`config.mk`:
```
export PLATFORM = sky130hd
export DESIGN_NAME = vector_draw_command_encoder_unit_flat
export DESIGN_NICKNAME = d
export VERILOG_FILES = /design/src/design/vdce_pkg.sv /design/src/design/vdce_draw_if.sv /design/src/design/vdce_byte_if.sv /design/src/design/vector_draw_command_encoder_unit.sv /design/src/design/vdce_encoder.sv /design/src/design/vdce_serializer.sv /design/src/flat_wrapper.sv
export VERILOG_INCLUDE_DIRS = /design/src /design/src/design
export SDC_FILE = /design/constraint.sdc
export NUM_CORES = 1
export LEC_CHECK = 0
export ABC_AREA = 1
export BUFFER_PORTS_ARGS = -buffer_cell sky130_fd_sc_hd__buf_2
export CORE_MARGIN = 2
export CORE_UTILIZATION = 35
export CTS_BUF_LIST = sky130_fd_sc_hd__clkbuf_2 sky130_fd_sc_hd__clkbuf_4 sky130_fd_sc_hd__clkbuf_8
export CTS_CLUSTER_SIZE = 12
export DETAILED_ROUTE_END_ITERATION = 12
export GPL_TIMING_DRIVEN = 0
export HOLD_SLACK_MARGIN = 0.06
export MAX_ROUTING_LAYER = met4
export PLACE_DENSITY = 0.6
export SYNTH_ARGS = -nofsm -noshare
export SYNTH_HDL_FRONTEND = slang
export SYNTH_SLANG_ARGS = --single-unit
```
`constraint.sdc`:
```
create_clock -name clk -period 5.1 [get_ports clk]
set_input_delay 1.02 -clock clk [delete_from_list [all_inputs] [get_ports clk]]
set_output_delay 1.02 -clock clk [all_outputs]
set_load 0.05 [all_outputs]
```
`src/design/vector_draw_command_encoder_unit_macros.svh`:
```
// Assertion macros shared by the vector draw command encoder RTL.
// Included by the modules that carry concurrent assertions.
`ifndef VECTOR_DRAW_COMMAND_ENCODER_UNIT_MACROS_SVH
`define VECTOR_DRAW_COMMAND_ENCODER_UNIT_MACROS_SVH

// same-cycle implication, disabled in reset
`define VDCE_ASSERT_NOW(label, clk, rst_n, ante, cons, msg) \
	label: assert property (@(posedge clk) disable iff (!rst_n) (ante) |-> (cons)) \
		else $error(msg);

// next-cycle implication, disabled in reset
`define VDCE_ASSERT_NEXT(label, clk, rst_n, ante, cons, msg) \
	label: assert property (@(posedge clk) disable iff (!rst_n) (ante) |=> (cons)) \
		else $error(msg);

`endif

```
`src/design/vdce_pkg.sv`:
```
// Types, constants and helper functions of the vector draw command encoder.
// No dependencies; used by every other RTL file but the assertion macro header.
`default_nettype none
package vdce_pkg;
	localparam int NUM_LINKS = 6;
	localparam int MAX_BYTES = 9;
	localparam int COORD_W   = 12;
	localparam int BEAM_W    = 11;
	localparam int LINK_W    = 3;
	localparam int LEN_W     = 4;

	typedef logic signed [COORD_W-1:0] coord_t;
	typedef logic signed [BEAM_W-1:0]  beam_t;
	typedef logic [7:0]                byte_t;
	typedef logic [LINK_W-1:0]         link_t;
	typedef logic [LEN_W-1:0]          len_t;

	localparam logic KIND_POINT = 1'b0;
	localparam logic KIND_LINE  = 1'b1;

	localparam byte_t OP_POINT_ABS = 8'd2;
	localparam byte_t OP_LINE_ABS  = 8'd3;
	localparam byte_t OP_LINE_REL  = 8'd4;
	localparam byte_t OP_POINT_REL = 8'd5;

	localparam len_t LEN_REL       = 4'd3;
	localparam len_t LEN_POINT_ABS = 4'd5;
	localparam len_t LEN_LINE_ABS  = 4'd9;

	localparam beam_t BEAM_RESET = '1;

	typedef struct packed {
		logic   kind;
		link_t  link_index;
		coord_t start_x;
		coord_t start_y;
		coord_t end_x;
		coord_t end_y;
		logic   link_up;
		logic   queue_nearly_full;
	} item_t;

	typedef struct packed {
		link_t                   link;
		byte_t [MAX_BYTES-1:0]   bytes;
		len_t                    len;
	} cmd_t;

	function automatic logic on_screen(input coord_t v);
		return (v[COORD_W-1:10] == '0);
	endfunction

	function automatic logic fits_byte(input coord_t d);
		return (d[COORD_W-1:7] == '0) || (d[COORD_W-1:7] == '1);
	endfunction

	function automatic byte_t high_byte(input coord_t v);
		return {6'd0, v[9:8]};
	endfunction
endpackage
`default_nettype wire

```
`src/design/vdce_draw_if.sv`:
```
// Draw request channel: valid/ready handshake with the request payload.
// Depends on vdce_pkg.
`default_nettype none
interface vdce_draw_if;
	logic                   valid;
	logic                   ready;
	logic                   kind;
	vdce_pkg::link_t        link_index;
	vdce_pkg::coord_t       start_x;
	vdce_pkg::coord_t       start_y;
	vdce_pkg::coord_t       end_x;
	vdce_pkg::coord_t       end_y;
	logic                   link_up;
	logic                   queue_nearly_full;

	modport source (output valid, kind, link_index, start_x, start_y, end_x, end_y,
		link_up, queue_nearly_full, input ready);
	modport sink (input valid, kind, link_index, start_x, start_y, end_x, end_y,
		link_up, queue_nearly_full, output ready);
endinterface
`default_nettype wire

```
`src/design/vdce_byte_if.sv`:
```
// Command byte channel: valid/ready handshake with link, byte and last flag.
// Depends on vdce_pkg.
`default_nettype none
interface vdce_byte_if;
	logic            valid;
	logic            ready;
	vdce_pkg::link_t out_link;
	vdce_pkg::byte_t out_byte;
	logic            last_byte;

	modport source (output valid, out_link, out_byte, last_byte, input ready);
	modport sink (input valid, out_link, out_byte, last_byte, output ready);
endinterface
`default_nettype wire

```
`src/design/vector_draw_command_encoder_unit.sv`:
```
// Top level of the vector draw command encoder.
// Depends on vdce_pkg, vdce_draw_if, vdce_byte_if, vdce_encoder, vdce_serializer.
//
// draw: one transaction per point or line request. tx: one transaction per
// command byte, tagged with its link; last_byte marks the final byte.
// A kept request becomes a 3-, 5- or 9-byte command; a request for a link out
// of range, a down link, a nearly full queue or an off-screen coordinate is
// dropped without output and without moving the beam.
// The first byte of a command moves via the input register and command buffer
// into the output register, then one byte per cycle while tx.ready is high.
// Throughput: the single byte port sets the rate for kept requests, whose commands
// go out byte by byte; dropped ones are taken one per cycle. The next request
// is taken into the input register while the current command still drains.
// Reset puts the shared beam position at -1,-1 and empties all stages.
// When the receiver stalls, the output byte holds, the command buffer and the
// input register fill, and draw.ready falls until bytes move again.
`default_nettype none
module vector_draw_command_encoder_unit (
	input  wire logic clk,
	input  wire logic arst_n,
	vdce_draw_if.sink   draw,
	vdce_byte_if.source tx
);
	vdce_pkg::cmd_t cmd;
	logic           cmd_valid;
	logic           cmd_ready;

	vdce_encoder u_encoder (
		.clk       (clk),
		.arst_n    (arst_n),
		.draw      (draw),
		.cmd       (cmd),
		.cmd_valid (cmd_valid),
		.cmd_ready (cmd_ready)
	);

	vdce_serializer u_serializer (
		.clk       (clk),
		.arst_n    (arst_n),
		.cmd       (cmd),
		.cmd_valid (cmd_valid),
		.cmd_ready (cmd_ready),
		.tx        (tx)
	);
endmodule
`default_nettype wire

```
`src/design/vdce_encoder.sv`:
```
// Input register, beam position registers and command encode logic.
// Depends on vdce_pkg and vdce_draw_if.
`default_nettype none
module vdce_encoder (
	input  wire logic           clk,
	input  wire logic           arst_n,
	vdce_draw_if.sink           draw,
	output vdce_pkg::cmd_t      cmd,
	output logic                cmd_valid,
	input  wire logic           cmd_ready
);
	logic            valid_s1;
	vdce_pkg::item_t item_s1;
	vdce_pkg::beam_t beam_x_q;
	vdce_pkg::beam_t beam_y_q;

	vdce_pkg::coord_t bx, by, dx_pt, dy_pt, dx_ln, dy_ln;
	logic             drop, advance, pt_rel, ln_rel, link_bad;

	assign link_bad = {1'b0, item_s1.link_index} >= (vdce_pkg::LINK_W+1)'(vdce_pkg::NUM_LINKS);
	assign bx    = {beam_x_q[vdce_pkg::BEAM_W-1], beam_x_q};
	assign by    = {beam_y_q[vdce_pkg::BEAM_W-1], beam_y_q};
	assign dx_pt = item_s1.start_x - bx;
	assign dy_pt = item_s1.start_y - by;
	assign dx_ln = item_s1.end_x - item_s1.start_x;
	assign dy_ln = item_s1.end_y - item_s1.start_y;
	assign pt_rel = vdce_pkg::fits_byte(dx_pt) && vdce_pkg::fits_byte(dy_pt);
	assign ln_rel = (item_s1.start_x == bx) && (item_s1.start_y == by)
		&& vdce_pkg::fits_byte(dx_ln) && vdce_pkg::fits_byte(dy_ln);

	always_comb begin
		drop = link_bad || !item_s1.link_up || item_s1.queue_nearly_full
			|| !vdce_pkg::on_screen(item_s1.start_x) || !vdce_pkg::on_screen(item_s1.start_y);
		if (item_s1.kind == vdce_pkg::KIND_LINE) begin
			drop = drop || !vdce_pkg::on_screen(item_s1.end_x)
				|| !vdce_pkg::on_screen(item_s1.end_y);
		end
	end

	always_comb begin
		cmd.link  = item_s1.link_index;
		cmd.bytes = '0;
		if (item_s1.kind == vdce_pkg::KIND_POINT) begin
			if (pt_rel) begin
				cmd.len      = vdce_pkg::LEN_REL;
				cmd.bytes[0] = vdce_pkg::OP_POINT_REL;
				cmd.bytes[1] = dx_pt[7:0];
				cmd.bytes[2] = dy_pt[7:0];
			end else begin
				cmd.len      = vdce_pkg::LEN_POINT_ABS;
				cmd.bytes[0] = vdce_pkg::OP_POINT_ABS;
				cmd.bytes[1] = vdce_pkg::high_byte(item_s1.start_x);
				cmd.bytes[2] = item_s1.start_x[7:0];
				cmd.bytes[3] = vdce_pkg::high_byte(item_s1.start_y);
				cmd.bytes[4] = item_s1.start_y[7:0];
			end
		end else begin
			if (ln_rel) begin
				cmd.len      = vdce_pkg::LEN_REL;
				cmd.bytes[0] = vdce_pkg::OP_LINE_REL;
				cmd.bytes[1] = dx_ln[7:0];
				cmd.bytes[2] = dy_ln[7:0];
			end else begin
				cmd.len      = vdce_pkg::LEN_LINE_ABS;
				cmd.bytes[0] = vdce_pkg::OP_LINE_ABS;
				cmd.bytes[1] = vdce_pkg::high_byte(item_s1.start_x);
				cmd.bytes[2] = item_s1.start_x[7:0];
				cmd.bytes[3] = vdce_pkg::high_byte(item_s1.start_y);
				cmd.bytes[4] = item_s1.start_y[7:0];
				cmd.bytes[5] = vdce_pkg::high_byte(item_s1.end_x);
				cmd.bytes[6] = item_s1.end_x[7:0];
				cmd.bytes[7] = vdce_pkg::high_byte(item_s1.end_y);
				cmd.bytes[8] = item_s1.end_y[7:0];
			end
		end
	end

	assign cmd_valid  = valid_s1 && !drop;
	assign advance    = valid_s1 && (drop || cmd_ready);
	assign draw.ready = !valid_s1 || advance;

	always_ff @(posedge clk or negedge arst_n) begin
		if (!arst_n) begin
			valid_s1 <= 1'b0;
			beam_x_q <= vdce_pkg::BEAM_RESET;
			beam_y_q <= vdce_pkg::BEAM_RESET;
		end else begin
			if (draw.ready) begin
				valid_s1 <= draw.valid;
			end
			if (cmd_valid && cmd_ready) begin
				if (item_s1.kind == vdce_pkg::KIND_LINE) begin
					beam_x_q <= item_s1.end_x[vdce_pkg::BEAM_W-1:0];
					beam_y_q <= item_s1.end_y[vdce_pkg::BEAM_W-1:0];
				end else begin
					beam_x_q <= item_s1.start_x[vdce_pkg::BEAM_W-1:0];
					beam_y_q <= item_s1.start_y[vdce_pkg::BEAM_W-1:0];
				end
			end
		end
	end

	always_ff @(posedge clk) begin
		if (draw.ready && draw.valid) begin
			item_s1.kind              <= draw.kind;
			item_s1.link_index        <= draw.link_index;
			item_s1.start_x           <= draw.start_x;
			item_s1.start_y           <= draw.start_y;
			item_s1.end_x             <= draw.end_x;
			item_s1.end_y             <= draw.end_y;
			item_s1.link_up           <= draw.link_up;
			item_s1.queue_nearly_full <= draw.queue_nearly_full;
		end
	end
endmodule
`default_nettype wire

```
`src/design/vdce_serializer.sv`:
```
// Command buffer and byte serializer with a registered output stage.
// Depends on vdce_pkg, vdce_byte_if and the assertion macro header.
`default_nettype none
`include "vector_draw_command_encoder_unit_macros.svh"
module vdce_serializer (
	input  wire logic           clk,
	input  wire logic           arst_n,
	input  wire vdce_pkg::cmd_t cmd,
	input  wire logic           cmd_valid,
	output logic                cmd_ready,
	vdce_byte_if.source         tx
);
	logic                                 busy_q;
	vdce_pkg::len_t                       idx_q;
	vdce_pkg::len_t                       len_q;
	vdce_pkg::link_t                      link_q;
	vdce_pkg::byte_t [vdce_pkg::MAX_BYTES-1:0] bytes_q;
	logic                                 out_valid_q;
	vdce_pkg::link_t                      out_link_q;
	vdce_pkg::byte_t                      out_byte_q;
	logic                                 out_last_q;

	logic out_free, emit, at_last, load;

	assign out_free  = !out_valid_q || tx.ready;
	assign emit      = busy_q && out_free;
	assign at_last   = (idx_q == len_q - vdce_pkg::len_t'(1));
	assign cmd_ready = !busy_q || (emit && at_last);
	assign load      = cmd_valid && cmd_ready;

	assign tx.valid     = out_valid_q;
	assign tx.out_link  = out_link_q;
	assign tx.out_byte  = out_byte_q;
	assign tx.last_byte = out_last_q;

	always_ff @(posedge clk or negedge arst_n) begin
		if (!arst_n) begin
			busy_q      <= 1'b0;
			idx_q       <= '0;
			out_valid_q <= 1'b0;
		end else begin
			if (out_free) begin
				out_valid_q <= emit;
			end
			if (load) begin
				busy_q <= 1'b1;
				idx_q  <= '0;
			end else if (emit && at_last) begin
				busy_q <= 1'b0;
			end else if (emit) begin
				idx_q <= idx_q + vdce_pkg::len_t'(1);
			end
		end
	end

	always_ff @(posedge clk) begin
		if (load) begin
			bytes_q <= cmd.bytes;
			len_q   <= cmd.len;
			link_q  <= cmd.link;
		end
		if (emit) begin
			out_link_q <= link_q;
			out_byte_q <= bytes_q[idx_q];
			out_last_q <= at_last;
		end
	end

	`VDCE_ASSERT_NOW(a_idx_in_cmd, clk, arst_n, busy_q, idx_q < len_q, "byte index past command end")
	`VDCE_ASSERT_NOW(a_len_legal, clk, arst_n, busy_q,
		len_q == vdce_pkg::LEN_REL || len_q == vdce_pkg::LEN_POINT_ABS
		|| len_q == vdce_pkg::LEN_LINE_ABS, "illegal command length")
	`VDCE_ASSERT_NOW(a_no_overwrite, clk, arst_n, load, !busy_q || (emit && at_last),
		"command loaded over unfinished command")
	`VDCE_ASSERT_NEXT(a_done_idle, clk, arst_n, emit && at_last && !load, !busy_q,
		"serializer busy after last byte")
endmodule
`default_nettype wire

```
`src/flat_wrapper.sv`:
```
// flat-port wrapper written by rule: the top's interface ports become plain ports
module vector_draw_command_encoder_unit_flat 
  (clk, arst_n, draw_valid, draw_kind, draw_link_index, draw_start_x, draw_start_y, draw_end_x, draw_end_y, draw_link_up, draw_queue_nearly_full, draw_ready, tx_valid, tx_out_link, tx_out_byte, tx_last_byte, tx_ready);
  vdce_draw_if draw_i ();
  vdce_byte_if tx_i ();
  input  wire logic clk;
  input  wire logic arst_n;
  input wire logic [$bits(draw_i.valid)-1:0] draw_valid;
  input wire logic [$bits(draw_i.kind)-1:0] draw_kind;
  input wire logic [$bits(draw_i.link_index)-1:0] draw_link_index;
  input wire logic [$bits(draw_i.start_x)-1:0] draw_start_x;
  input wire logic [$bits(draw_i.start_y)-1:0] draw_start_y;
  input wire logic [$bits(draw_i.end_x)-1:0] draw_end_x;
  input wire logic [$bits(draw_i.end_y)-1:0] draw_end_y;
  input wire logic [$bits(draw_i.link_up)-1:0] draw_link_up;
  input wire logic [$bits(draw_i.queue_nearly_full)-1:0] draw_queue_nearly_full;
  output wire logic [$bits(draw_i.ready)-1:0] draw_ready;
  output wire logic [$bits(tx_i.valid)-1:0] tx_valid;
  output wire logic [$bits(tx_i.out_link)-1:0] tx_out_link;
  output wire logic [$bits(tx_i.out_byte)-1:0] tx_out_byte;
  output wire logic [$bits(tx_i.last_byte)-1:0] tx_last_byte;
  input wire logic [$bits(tx_i.ready)-1:0] tx_ready;
  assign draw_i.valid = draw_valid;
  assign draw_i.kind = draw_kind;
  assign draw_i.link_index = draw_link_index;
  assign draw_i.start_x = draw_start_x;
  assign draw_i.start_y = draw_start_y;
  assign draw_i.end_x = draw_end_x;
  assign draw_i.end_y = draw_end_y;
  assign draw_i.link_up = draw_link_up;
  assign draw_i.queue_nearly_full = draw_queue_nearly_full;
  assign draw_ready = draw_i.ready;
  assign tx_valid = tx_i.valid;
  assign tx_out_link = tx_i.out_link;
  assign tx_out_byte = tx_i.out_byte;
  assign tx_last_byte = tx_i.last_byte;
  assign tx_i.ready = tx_ready;
  vector_draw_command_encoder_unit u_core (.clk(clk), .arst_n(arst_n), .draw(draw_i), .tx(tx_i));
endmodule
```
# After elaboration in Yosys (flattened, before gate mapping)
# Index checks and enable logic that the tools add are counted.
word_totals:
  ff_bits: 174
  ram_bits: 0
  latch_bits: 0
  elab_cells: 107
  mem_count: 0
  romBits: 0
  out_inout_bits: 14
  inputBits: 58
op_classes:
  n_div: 0
  magnitude_cmp: 2
  reduce_logical: 45
  shifts: 0
  n_bitwise: 1
  addsub: 6
  mux: 15
  eq_ne: 8
  n_mul: 0
op_table:
  columns: ["cell", "n"]
  rows:
  - ["$mux 28", 2]
  - ["$mux 44", 1]
  - ["$bmux 8 s4", 1]
  - ["$mux 16", 2]
  - ["$eq 12x11->1", 2]
  - ["$sub 12x11->12", 2]
  - ["$sub 12x12->12", 2]
  - ["$mux 11", 2]
  - ["$eq 5x5->1 const B", 4]
  - ["$logic_not 5->1", 4]
  - ["$logic_or 1x1->1", 14]
  - ["$mux 4", 3]
  - ["$logic_and 1x1->1", 10]
  - ["$logic_not 1->1", 9]
  - ["$logic_not 2->1", 4]
  - ["$mux 8", 1]
  - ["$lt 4x5->1 const B", 1]
  - ["$add 4x1->4 const B", 1]
  - ["$eq 4x4->1", 1]
  - ["$reduce_bool 2->1", 2]
  - ["$sub 4x1->4 const B", 1]
  - ["$ge 3x3->1 const B", 1]
  - ["$mux 1", 3]
  - ["$ne 2x2->1 const B", 1]
  - ["other kinds (3)", 3]

# Longest topological paths before layout
# Gate-level depths: netlist of run 1.
depth:
  word_depth: 13
  mapped_depth: 21
  depth_no_buf: 20

# Modules after synthesis
# Synthesis of run 1 repeated with hierarchy kept, for this count alone.
unflattened:
  hier_cells: 1233
  hier_area_um2: 10642.7
by_module_without_submodules:
  columns: ["module", "seq_area_each_um2", "instances", "cells_each", "area_per_inst_um2"]
  rows:
  - ["vdce_encoder", 2224.6, 1, 952, 6805.3]
  - ["vdce_serializer", 2882.8, 1, 281, 3837.4]

# Worst setup path before layout of run 1
# Ideal clock, no wire load.
synth_path:
  path_kind: "input-to-reg"
  from: "in tx_ready"
  to: "reg u_core.u_encoder.item_s1 (netlist bit u_core.u_encoder.cmd[76]), enable pin"
  arrival_ns: 2.894
  n_path_buf: 0
  setup_slack_ns: 1.798
  cell_stages: 8
  cell_sequence: "inv_1 nand2_1 nand2_1 nor2_1 nor2_1 nand2_1 nand2_1 inv_1"
synth_between:
  elab_chain_cells: 8
synth_lines:
  columns: ["item", "line_no", "source"]
  rows:
  - ["start: declaration", "flat_wrapper.sv:22", "input wire logic [$bits(tx_i.ready)-1:0] tx_ready;"]
  - ["$logic_or 1x1->1", "vdce_serializer.sv:25", "assign out_free = !out_valid_q || tx.ready;"]
  - ["$logic_and 1x1->1", "vdce_serializer.sv:26", "assign emit = busy_q && out_free;"]
  - ["$logic_and 1x1->1", "vdce_serializer.sv:28", "assign cmd_ready = !busy_q || (emit && at_last);"]
  - ["$logic_or 1x1->1", "vdce_serializer.sv:28", null]
  - ["$logic_or 1x1->1", "vdce_encoder.sv:79", "assign advance = valid_s1 && (drop || cmd_ready);"]
  - ["$logic_and 1x1->1", "vdce_encoder.sv:79", null]
  - ["$logic_or 1x1->1", "vdce_encoder.sv:80", "assign draw.ready = !valid_s1 || advance;"]
  - ["via draw_ready", "flat_wrapper.sv:17", "output wire logic [$bits(draw_i.ready)-1:0] draw_ready;"]
  - ["$logic_and 1x1->1", "vdce_encoder.sv:104", "if (draw.ready && draw.valid) begin"]
  - ["end: declaration", "vdce_encoder.sv:13", "vdce_pkg::item_t item_s1;"]
# The timed path passes the listed nets, and every way through them passes these cells.
# A chain may end at the register's enable or synchronous reset.

# Final worst setup path of run 1
layout_path:
  from: "reg u_core.u_encoder.item_s1[36] in the netlist's numbering"
  to: "out draw_ready"
layout_between:
  elab_chain_cells: 9
layout_lines:
  columns: ["item", "line_no", "source"]
  rows:
  - ["$logic_not 2->1 (*)", "vdce_pkg.sv:50", "return (v[COORD_W-1:10] == '0);"]
  - ["$logic_not 1->1 (*)", "vdce_encoder.sv:33", "|| !vdce_pkg::on_screen(item_s1.start_x) || !vdce_pkg::on_screen(item_s1.start_y);"]
  - ["$logic_or 1x1->1 (*)", "vdce_encoder.sv:33", null]
  - ["$logic_or 1x1->1", "vdce_encoder.sv:35", "drop = drop || !vdce_pkg::on_screen(item_s1.end_x)"]
  - ["$logic_or 1x1->1", "vdce_encoder.sv:36", "|| !vdce_pkg::on_screen(item_s1.end_y);"]
  - ["$mux 1 (*)", "vdce_encoder.sv:34", "if (item_s1.kind == vdce_pkg::KIND_LINE) begin"]
  - ["$logic_or 1x1->1 (*)", "vdce_encoder.sv:79", null]
  - ["$logic_and 1x1->1 (*)", "vdce_encoder.sv:79", null]
  - ["$logic_or 1x1->1 (*)", "vdce_encoder.sv:80", null]
  - ["end: declaration", "flat_wrapper.sv:17", null]
# Every way passes the cells marked *; elsewhere a longest branch is shown, timed or not.

==> impl_metrics.csv, run 1 <==
group,metric,value,unit
global_routing,track_usage,19.6,%
critical_path,crit_path_cell_trace,"inv_1, nand4_1, nor4_1, nand2_1, buf_2",
critical_path,cp.required,4.08,ns
sta,slew_headroom,44.6,%
synth,synth_area_leaders,"edfxtp_1 40%, nand2_1 14%, inv_1 7.2%",
floorplanning,die_w,165,µm
detailed_routing,wl_per_cell,16.1,µm
sta,tns,0,ns
synth,synth-edff-count,120,
detailed_routing,via_count,7610,
placed_design,numPortBuffers,71,
placed_design,pre_cts_ws,1.98,ns
critical_path,reg2reg_slack,1.95,ns
critical_path,cpMaxStageDelayCell,"nor4_1",
clocking,clock_latency,0.46,ns
sta,layout_setup_ws,1.66,ns
clocking,numCtsBuffers,17,
synth,synth_top_area_share,39.5,%
global_routing,grt_pass1_wl,39100,µm
detailed_routing,drc,0,
critical_path,startpoint_type,"flop",
final_layout,final_layout_size_suffix_gt1_share,12.7,%
critical_path,critPathArrivalTime,2.42,ns
critical_path,r2r_end,"u_core.u_serializer.bytes_q[0]",
final_layout,nets,1318,
detailed_routing,drt_iter0_drc,688,
sta,fin_worst_skew,0.0166,ns
detailed_routing,vias_per_cell,4.88,
synth,async_reset_ff_share,19.5,%
placed_design,place.gp.congestion,0.910,
floorplanning,dieArea,27300,µm²
sta,tightest_slew,0.831,ns
clocking,cts_sinks,149,
synth,synth_common_cells,"334 x nand2_1, 175 x inv_1, 120 x edfxtp_1, 89 x nor2_1, 82 x nand3_1",
critical_path,crit_family,"simple AND/OR/NAND/NOR gates",
clocking,postCtsHoldBufs,0,
clocking,clockRootBuffer,"clkbuf_8",
sta,timing.fmax,0.290,GHz
clocking,h-tree-depth,4,
clocking,cts_buffer_depth,2,
sta,hold_viol_final,0,
synth,synth_cell_types,40,
synth,synth_top_cell_by_area,"edfxtp_1",
global_routing,antenna_found_initial,0,
synth,synthFlopType,"edfxtp_1",
synth,post-synth-top-count-cell,"nand2_1",
final_layout,final_core_util,39.9,%
synth,syn_area_per_cell,8.14,µm²
floorplanning,initial_utilization,35.3,%
synth,syn_inst,1119,
detailed_routing,firstDrtPassIters,5,
detailed_routing,wl,25100,µm
power,ir_worst_vdd,0.202,mV
placed_design,dp.cells,1527,
sta,rsz0062_at_grt,"false",
power,power,3.50,mW
synth,syn-cell-area,9110,µm²
power,cellPowerDensity,340,nW/µm²
critical_path,worst_setup_path_end_kind,"output port",
critical_path,critical_path_buf_inv_count,2,
critical_path,rr_worst_depth,17,
floorplanning,die_h,165,µm
sta,period_minus_slack,3.44,ns
critical_path,critPathCapture,"draw_ready",
critical_path,crit_type,"flop to output port",
clocking,post_cts_resized,0,
sta,slew_viol_final,0,
final_layout,syn_to_final_growth,13.1,%
sta,fin_crit_sh,67.5,%
critical_path,cpPeakStageDelay,0.65,ns
floorplanning,core_area,25800,µm²
global_routing,grt_max_degree,48,
synth,syn_nets,1226,
synth,synth_warnings,0,
synth,synth-seq-cells,149,
clocking,path_clk_slew,0.09,ns
detailed_routing,drt.antenna.violating_nets,0,
global_routing,grt_pass1_vias,7290,
final_layout,final-instance-count-excl-fill,1559,
global_routing,grt_overflow,0,
placed_design,dp_hpwl,20000,µm
critical_path,critical_path.max_fanout,4,
floorplanning,row_count,59,
sta,finalSetupViolCount,0,
critical_path,timing.rr.start,"u_core.u_encoder.item_s1[14]",
synth,yosysSeqAreaShare,47.8,%
clocking,cts_tree,"built",
min_path,hp-start,"u_core.u_encoder.cmd[76]",
min_path,hold_class,"flop to flop",
critical_path,cp-startpoint,"u_core.u_encoder.item_s1[36]",
job,drv_cap,0,
critical_path,cp.depth,5,
power,p_leak,4.75,nW
final_layout,diodes,0,
floorplanning,io_pins,72,
clocking,cts_setup_buffers,0,
run_status,status,"finished clean",
-- cell type report --
cell class	instances	area [µm²]
fillers	2709	15500
flip-flops and latches	149	4360
multi-input cells	766	3960
inverters	177	664
well taps	335	419
repair buffers	73	395
clock buffers	17	234
clock inverters	15	145
plain buffers	27	129
-- layer usage --
| layer | up-vias | global-route usage, % | wire length, µm | part of all wire [%] |
|---|---|---|---|---|
| met4 | 0 | 6.78 | 593 | 2.4 |
| met5 | - | - | 0 | 0 |
| met2 | 194 | 32.5 | 12200 | 48 |
| met3 | 44 | 2.10 | 1030 | 4.1 |
| li1 | 3855 | - | - | - |
| met1 | 3517 | 25.2 | 11300 | 45 |
-- registers in the layout (all words and copies together), names as in the netlist --
register                          count
u_core.u_serializer.tx.last_byte      1
u_core.u_encoder.item_s1             51
u_core.u_serializer.tx.out_link       3
u_core.u_encoder.valid_s1             1
u_core.u_serializer.idx_q             4
u_core.u_serializer.tx.out_byte       8
u_core.u_encoder.cmd                  3
u_core.u_serializer.len_q             3
u_core.u_serializer.link_q            3
u_core.u_serializer.tx.valid          1
u_core.u_encoder.beam_x_q            11
u_core.u_serializer.bytes_q          48
u_core.u_encoder.beam_y_q            11
u_core.u_serializer.busy_q            1
-- worst min-delay path by stage --
stage          cells after the start  slack (ns)                       endpoint
2_1_floorplan                      0        0.40  u_core.u_serializer.link_q[0]
3_3_place_gp                       0        0.41  u_core.u_serializer.link_q[0]
3_5_place_dp                       0        0.41  u_core.u_serializer.link_q[0]
4_1_cts                            0        0.43  u_core.u_serializer.link_q[0]
5_1_grt                            0        0.43  u_core.u_serializer.link_q[0]
6_report                           0        0.43  u_core.u_serializer.link_q[0]
-- kinds of logic after synthesis --
kind of cell,Yosys count,share of synthesized area (%)
AND/OR/NAND/NOR,558,25.6
buffers and inverters,204,8.71
flip-flops,149,47.8
AO/OA/AOI/OAI,132,8.20
adder cells (fa/ha/maj),49,7.06
XOR/XNOR,27,2.60
-- metrics by stage --
step                      cell area (µm²)  hold WS (ns)
after floorplan                      9110         0.400
after global routing                10300         0.432
final                               10300         0.427
after CTS                           10300         0.430
after detailed placement             9930         0.408
after global placement               9890         0.408
-- placed cells by master (no fill, tap or decap), types with 12 or more instances in the layout --
cell type,count
inv_1,173
o21ai_0,69
nand3_1,82
ha_1,45
clkbuf_8,17
dfstp_2,22
xnor2_1,15
a21oi_1,30
nand2_1,334
o21bai_1,13
buf_2,81
nor2_1,89
nand4_1,29
edfxtp_1,120
xor2_1,12
clkbuf_1,13
-- where the power goes --
group,total (mW),internal (mW),leakage [nW],switching (mW)
clock,0.903,0.398,0.185,0.505
sequential,1.50,1.45,1.46,0.0540
combinational,1.10,0.336,3.11,0.765
No activity file was read; power rests on OpenSTA's default activity.
==> inputs of run 2 (changes only) <==
Settings changed: ABC_AREA 1 to 0, PLACE_DENSITY 0.6 to 0.61.
Clock period 5.1 ns to 3.45 ns, I/O delays scaled along.
==> run 2 against run 1 <==
The run now ends with setup timing left; sequential share of layout area is 0.48 points lower; routed wire length is 11% lower; die area is 8.1% lower; setup slack worse by 1.9 ns; largest power group unchanged; area after synthesis is 8.3% lower; via count is 18% lower; critical path depth is 20 higher; global-route usage is 0.87 points lower; first-iteration DRC count is 26% lower; combinational power is 61% higher; synthesized cell count is 33% lower; cell count is 22% lower.
==> impl_metrics.csv, run 2 <==
group,metric,value,unit
clocking,postCtsHoldBufs,0,
synth,synth-seq-cells,149,
synth,synth-edff-count,120,
synth,yosysSeqAreaShare,52.1,%
floorplanning,die_w,159,µm
run_status,status,"finished, violations left",
critical_path,reg2reg_slack,-0.22,ns
detailed_routing,drt_iter0_drc,507,
global_routing,antenna_found_initial,0,
synth,synth_top_cell_by_area,"edfxtp_1",
floorplanning,dieArea,25100,µm²
sta,layout_setup_ws,-0.216,ns
global_routing,grt_max_degree,32,
min_path,hold_class,"primary input to async pin",
synth,post-synth-top-count-cell,"edfxtp_1",
placed_design,dp.cells,1138,
critical_path,critPathArrivalTime,3.96,ns
clocking,clock_latency,0.46,ns
floorplanning,die_h,159,µm
global_routing,grt_pass1_vias,5985,
synth,syn_inst,746,
synth,syn_nets,853,
critical_path,startpoint_type,"flop",
critical_path,cp.required,3.75,ns
sta,fin_crit_sh,106,%
detailed_routing,wl_per_cell,18.5,µm
sta,tightest_slew,0.942,ns
placed_design,numPortBuffers,71,
synth,syn_area_per_cell,11.2,µm²
detailed_routing,drt.antenna.violating_nets,0,
detailed_routing,vias_per_cell,5.14,
sta,rsz0062_at_grt,"true",
power,switching_power,1.87,mW
power,p_seq_share,40.1,%
synth,synth_common_cells,"120 x edfxtp_1, 62 x inv_1, 49 x nor2_1, 48 x nand2_1, 46 x o21ai_0",
critical_path,r2r_end,"u_core.u_serializer.bytes_q[64]",
clocking,cts_sinks,149,
critical_path,crit_type,"flop to flop",
clocking,cts_buffer_depth,2,
detailed_routing,via_count,6249,
final_layout,syn_to_final_growth,24.7,%
floorplanning,io_pins,72,
floorplanning,core_area,23500,µm²
detailed_routing,firstDrtPassIters,4,
critical_path,timing.rr.start,"u_core.u_encoder.item_s1[2]",
final_layout,mostFrequentLayoutCell,"edfxtp_1",
global_routing,track_usage,18.8,%
sta,slew_headroom,37.2,%
sta,hold_viol_final,0,
clocking,clockRootBuffer,"clkbuf_8",
sta,fin_worst_skew,0.0132,ns
final_layout,largest_reg_flops,51,
clocking,h-tree-depth,4,
floorplanning,initial_utilization,35.6,%
synth,synth_area_leaders,"edfxtp_1 43%, dfstp_2 6.9%, ha_1 6.7%",
detailed_routing,wl,22400,µm
power,p_leak,4.00,nW
global_routing,grt_pass1_wl,33700,µm
power,switching_share,33.6,%
synth,synthFlopType,"edfxtp_1",
final_layout,final-instance-count-excl-fill,1215,
run_status,violations,"setup timing",
clocking,path_clk_slew,0.09,ns
sta,period_minus_slack,3.67,ns
final_layout,nets,990,
job,drv_cap,0,
placed_design,postPlaceCellArea,9170,µm²
final_layout,diodes,0,
critical_path,rr_worst_depth,25,
power,cellPowerDensity,535,nW/µm²
critical_path,critical_path.max_fanout,2,
final_layout,regMostFlops,"u_core.u_encoder.item_s1",
placed_design,dp_hpwl,16300,µm
clocking,numCtsBuffers,17,
power,power,5.58,mW
power,internal_power,3.71,mW
detailed_routing,drc,0,
final_layout,final_layout_size_suffix_gt1_share,30.8,%
final_layout,mostFrequentLayoutCells,"120 x edfxtp_1, 71 x buf_2, 55 x inv_1",
synth,synth_cell_types,72,
synth,synth_top_area_share,43.1,%
sta,slew_viol_final,0,
final_layout,largestRegisters,"u_core.u_encoder.item_s1: 51 flops, u_core.u_serializer.bytes_q: 48 flops",
synth,async_reset_ff_share,19.5,%
clocking,cts_tree,"built",
synth,syn-cell-area,8360,µm²
sta,finalSetupViolCount,30,
placed_design,place.gp.congestion,0.891,
power,p_clk_share,28.2,%
sta,timing.fmax,0.273,GHz
power,ir_worst_vdd,0.222,mV
synth,synth_warnings,0,
critical_path,worst_setup_path_end_kind,"flop",
final_layout,fin_area,10400,µm²
global_routing,grt_overflow,0,
power,combPwrFrac,31.7,%
floorplanning,row_count,56,
-- run 2: cells by family (layout without fill, tap and decap cells) --
| logic type | count (synthesis) | after routing | synth area share [%] |
|---|---|---|---|
| buffers and inverters | 88 | 238 | 4.04 |
| adder cells (fa/ha/maj) | 49 | 49 | 7.70 |
| XOR/XNOR | 37 | 37 | 3.88 |
| flip-flops | 149 | 149 | 52.1 |
| multiplexers | 34 | 34 | 4.84 |
| AND/OR/NAND/NOR | 230 | 230 | 14.3 |
| AO/OA/AOI/OAI | 159 | 159 | 13.1 |
-- run 2: layout make-up --
class,count,area (µm²)
Buffer,21,105
Inverter,64,243
Fill cell,2209,13000
Sequential cell,149,4360
Clock inverter,12,193
Clock buffer,20,263
Timing Repair Buffer,121,767
Multi-Input combinational cell,509,4100
Tap cell,319,399
-- run 2: per-layer routing --
| metal | vias up | GRT usage (%) | part of all wire, % |
|---|---|---|---|
| met5 | - | - | 0 |
| met4 | 0 | 5.15 | 2.1 |
| met3 | 33 | 3.89 | 4.4 |
| met2 | 163 | 30.5 | 48 |
| met1 | 3018 | 24.0 | 45 |
| li1 | 3035 | - | - |
-- run 2: critical path, stage by stage (launching register included) --
cell      delay, ns
edfxtp_1       0.43
inv_2          0.08
buf_4          0.14
buf_6          0.10
buf_4          0.12
buf_4          0.12
buf_4          0.13
buf_4          0.12
buf_4          0.13
buf_4          0.12
buf_4          0.13
buf_4          0.12
buf_4          0.12
buf_4          0.12
buf_4          0.12
buf_4          0.12
buf_4          0.12
buf_4          0.13
buf_4          0.12
buf_4          0.13
buf_4          0.13
buf_4          0.13
buf_4          0.13
buf_4          0.12
buf_4          0.13
nor3_4         0.14
-- run 2: worst max-delay path by stage --
stage                                            start                               to  slack, ns  depth (start not counted)
final                      u_core.u_encoder.item_s1[2]  u_core.u_serializer.bytes_q[64]      -0.22                         25
after CTS                 u_core.u_encoder.item_s1[14]  u_core.u_serializer.bytes_q[21]      -0.17                         14
after global routing      u_core.u_encoder.item_s1[26]  u_core.u_serializer.bytes_q[16]      -0.25                         13
after global placement    u_core.u_encoder.item_s1[13]  u_core.u_serializer.bytes_q[24]      -0.97                          5
after floorplan           u_core.u_encoder.item_s1[14]  u_core.u_serializer.bytes_q[21]      0.003                         14
after detailed placement  u_core.u_encoder.item_s1[39]  u_core.u_serializer.bytes_q[21]      -0.51                         12
-- run 2: stage by stage --
step                worst slack [ns]  utilization, %  setup TNS (ns)  hold slack (ns)
finish                        -0.216            44.4           -1.88            0.312
global route                  -0.253            44.4           -6.07            0.338
detailed placement            -0.505            39.0          -15.56            0.405
global placement              -0.969            38.9         -105.22            0.406
floorplan                    0.00344               -               0            0.394
CTS                           -0.174            42.8           -2.11            0.319
-- run 2: power by group through the flow --
stage	clock [mW]	sequential [mW]	combinational [mW]
after detailed placement	0	2.28	1.53
after floorplan	0	2.32	1.07
final	1.57	2.24	1.77
after global routing	1.69	2.25	1.94
after global placement	0	2.28	1.52
after CTS	1.61	2.24	1.64
-- run 2: timing repair --
| item | in CTS | in global routing |
|---|---|---|
| endpoints found under the setup margin | 77 | 80 |
| setup buffers | 33 | 14 |
| hold endpoints to repair | 0 | 0 |
| resized for setup | 46 | 58 |
| pin swaps | 18 | 23 |
| gates cloned | 1 | 0 |
==> inputs of run 3 (changes only) <==
Settings changed: CORE_MARGIN 2 to 1, SETUP_SLACK_MARGIN from default to 0.3.
==> run 3 against run 2 <==
The flow still finishes with violations (setup timing); die area shrank 2.5%; sequential cell count is the same; non-clock buffer count shrank 5; register-to-register slack gained 0.09 ns; critical path depth shrank 12; routed wire length shrank 2.3%; sequential share of layout area shrank 0.10 points; clock power shrank 8%; combinational power grew 3%; design area grew 0.24%; critical endpoint is now u_core.u_serializer.bytes_q[21]; largest cell class unchanged; largest power group unchanged.
==> impl_metrics.csv, run 3 (synthesis results as in run 2) <==
group,metric,value,unit
run_status,status,"finished, violations left",
run_status,violations,"setup timing",
sta,fin_worst_skew,0.0187,ns
critical_path,crit_path_cell_trace,"inv_2, ha_4, inv_2, fa_2, a21oi_4, o22ai_4, o211ai_1, o311ai_2, or4b_4, a221oi_4, o21bai_4, inv_4, a221o_1",
sta,worst_hold_slack,0.301,ns
floorplanning,io_pins,72,
detailed_routing,drt.antenna.violating_nets,0,
critical_path,crit_family,"compound AO/OA/AOI/OAI gates",
sta,slew_headroom,39.0,%
final_layout,syn_to_final_growth,25.0,%
global_routing,antenna_found_initial,0,
power,cellPowerDensity,526,nW/µm²
detailed_routing,vias_per_cell,5.10,
global_routing,grt_pass1_vias,5964,
clocking,h-tree-depth,4,
critical_path,cpMostUsedCell,"inv_2",
clocking,clock_latency,0.47,ns
clocking,path_clk_slew,0.09,ns
clocking,cts_buffer_depth,2,
clocking,cts_sinks,149,
critical_path,critical_path.max_fanout,6,
critical_path,critical_path_buf_inv_count,3,
clocking,clockRootBuffer,"clkbuf_8",
sta,fin_crit_sh,104,%
detailed_routing,wl,21900,µm
final_layout,nets,985,
sta,rsz0062_at_grt,"true",
sta,finalSetupViolCount,29,
power,ir_worst_vdd,0.237,mV
sta,layout_setup_ws,-0.125,ns
final_layout,final_core_util,44.5,%
global_routing,grt_pass1_wl,33900,µm
critical_path,worst_setup_path_end_kind,"flop",
sta,period_minus_slack,3.57,ns
detailed_routing,via_count,6166,
detailed_routing,drc,0,
final_layout,fill_cells,2170,
placed_design,numPortBuffers,71,
final_layout,diodes,0,
critical_path,critPathArrivalTime,3.78,ns
floorplanning,dieArea,24500,µm²
sta,slew_viol_final,0,
sta,timing.fmax,0.280,GHz
critical_path,crit_type,"flop to flop",
critical_path,cpMaxStageDelayCell,"or4b_4",
floorplanning,core_area,23500,µm²
global_routing,grt_max_degree,55,
final_layout,largestRegisters,"u_core.u_encoder.item_s1: 51 flops, u_core.u_serializer.bytes_q: 48 flops",
detailed_routing,drt_iter0_drc,464,
floorplanning,row_count,56,
final_layout,largest_reg_flops,51,
critical_path,cpPeakStageDelay,0.58,ns
floorplanning,die_w,157,µm
detailed_routing,wl_per_cell,18.1,µm
global_routing,grt_overflow,0,
sta,tightest_slew,0.915,ns
clocking,cts_tree,"built",
critical_path,cp.required,3.66,ns
final_layout,mostFrequentLayoutCell,"edfxtp_1",
placed_design,dp_hpwl,15800,µm
final_layout,mostFrequentLayoutCells,"120 x edfxtp_1, 72 x buf_2, 53 x inv_1",
job,drv_cap,0,
clocking,numCtsBuffers,17,
power,p_leak,3.99,nW
floorplanning,die_h,157,µm
critical_path,startpoint_type,"flop",
global_routing,track_usage,19.3,%
detailed_routing,firstDrtPassIters,5,
min_path,hold_class,"primary input to async pin",
sta,hold_viol_final,0,
final_layout,final_layout_size_suffix_gt1_share,31.2,%
final_layout,regMostFlops,"u_core.u_encoder.item_s1",
floorplanning,initial_utilization,35.6,%
placed_design,place.gp.congestion,0.889,
run 3: per-stage QoR:
stage | TNS (ns) | instances | power, mW | setup slack (ns) | area, µm²
6_report | -1.68 | 1210 | 5.50 | -0.125 | 10400
5_1_grt | -5.65 | 1210 | 5.78 | -0.233 | 10400
4_1_cts | -0.618 | 1200 | 5.44 | -0.0746 | 10200
3_5_place_dp | -11.31 | 1137 | 3.83 | -0.442 | 9180
3_3_place_gp | -67.86 | 1136 | 3.81 | -1.01 | 9160
2_1_floorplan | 0 | 746 | 3.41 | 0.0557 | 8400
run 3: power by group:
group	leakage (nW)	total [mW]	switching, mW	internal (mW)
registers	1.45	2.24	0.0971	2.14
clock network	0.205	1.44	0.699	0.741
logic	2.34	1.82	1.08	0.738
run 3: metal layers:
| metal | part of all wire (%) | GRT usage (%) | wire length [µm] |
|---|---|---|---|
| met2 | 47 | 30.7 | 10400 |
| met5 | 0 | - | 0 |
| met1 | 47 | 25.1 | 10200 |
| met3 | 4.1 | 2.91 | 893 |
| met4 | 2.0 | 6.54 | 439 |
run 3: final timing paths:
path | startpoint | slack, ns | end | cells past startpoint
worst max-delay path | u_core.u_encoder.item_s1[2] | -0.12 | u_core.u_serializer.bytes_q[21] | 13
worst min-delay path | arst_n | 0.30 | u_core.u_serializer.idx_q[3] | 1
worst max register to register | u_core.u_encoder.item_s1[2] | -0.12 | u_core.u_serializer.bytes_q[21] | 13
worst min register to register | u_core.u_serializer.link_q[0] | 0.42 | u_core.u_serializer.tx.out_link[0] | 0
max in group asynchronous | arst_n | 2.64 | u_core.u_encoder.valid_s1 | 1
min in group clk | draw_end_y[0] | 0.39 | u_core.u_encoder.item_s1[2] | 1
run 3: cell type report:
type                       instances  area [µm²]  area share [%]
buffer                            24         129            1.23
tap                              319         399            3.82
clock buffer                      20         256            2.45
multi-input combinational        509        4200            40.2
clock inverter                    12         153            1.46
timing repair buffer             113         707            6.77
inverter                          64         245            2.35
sequential                       149        4360            41.7
run 3: timing repair:
item,in CTS,in global routing
gates cloned,1,0
pin swaps,36,7
hold buffers,0,0
endpoints found under the setup margin,162,52
setup buffers,30,10
endpoints found under the hold margin,0,0
resized for setup,90,31
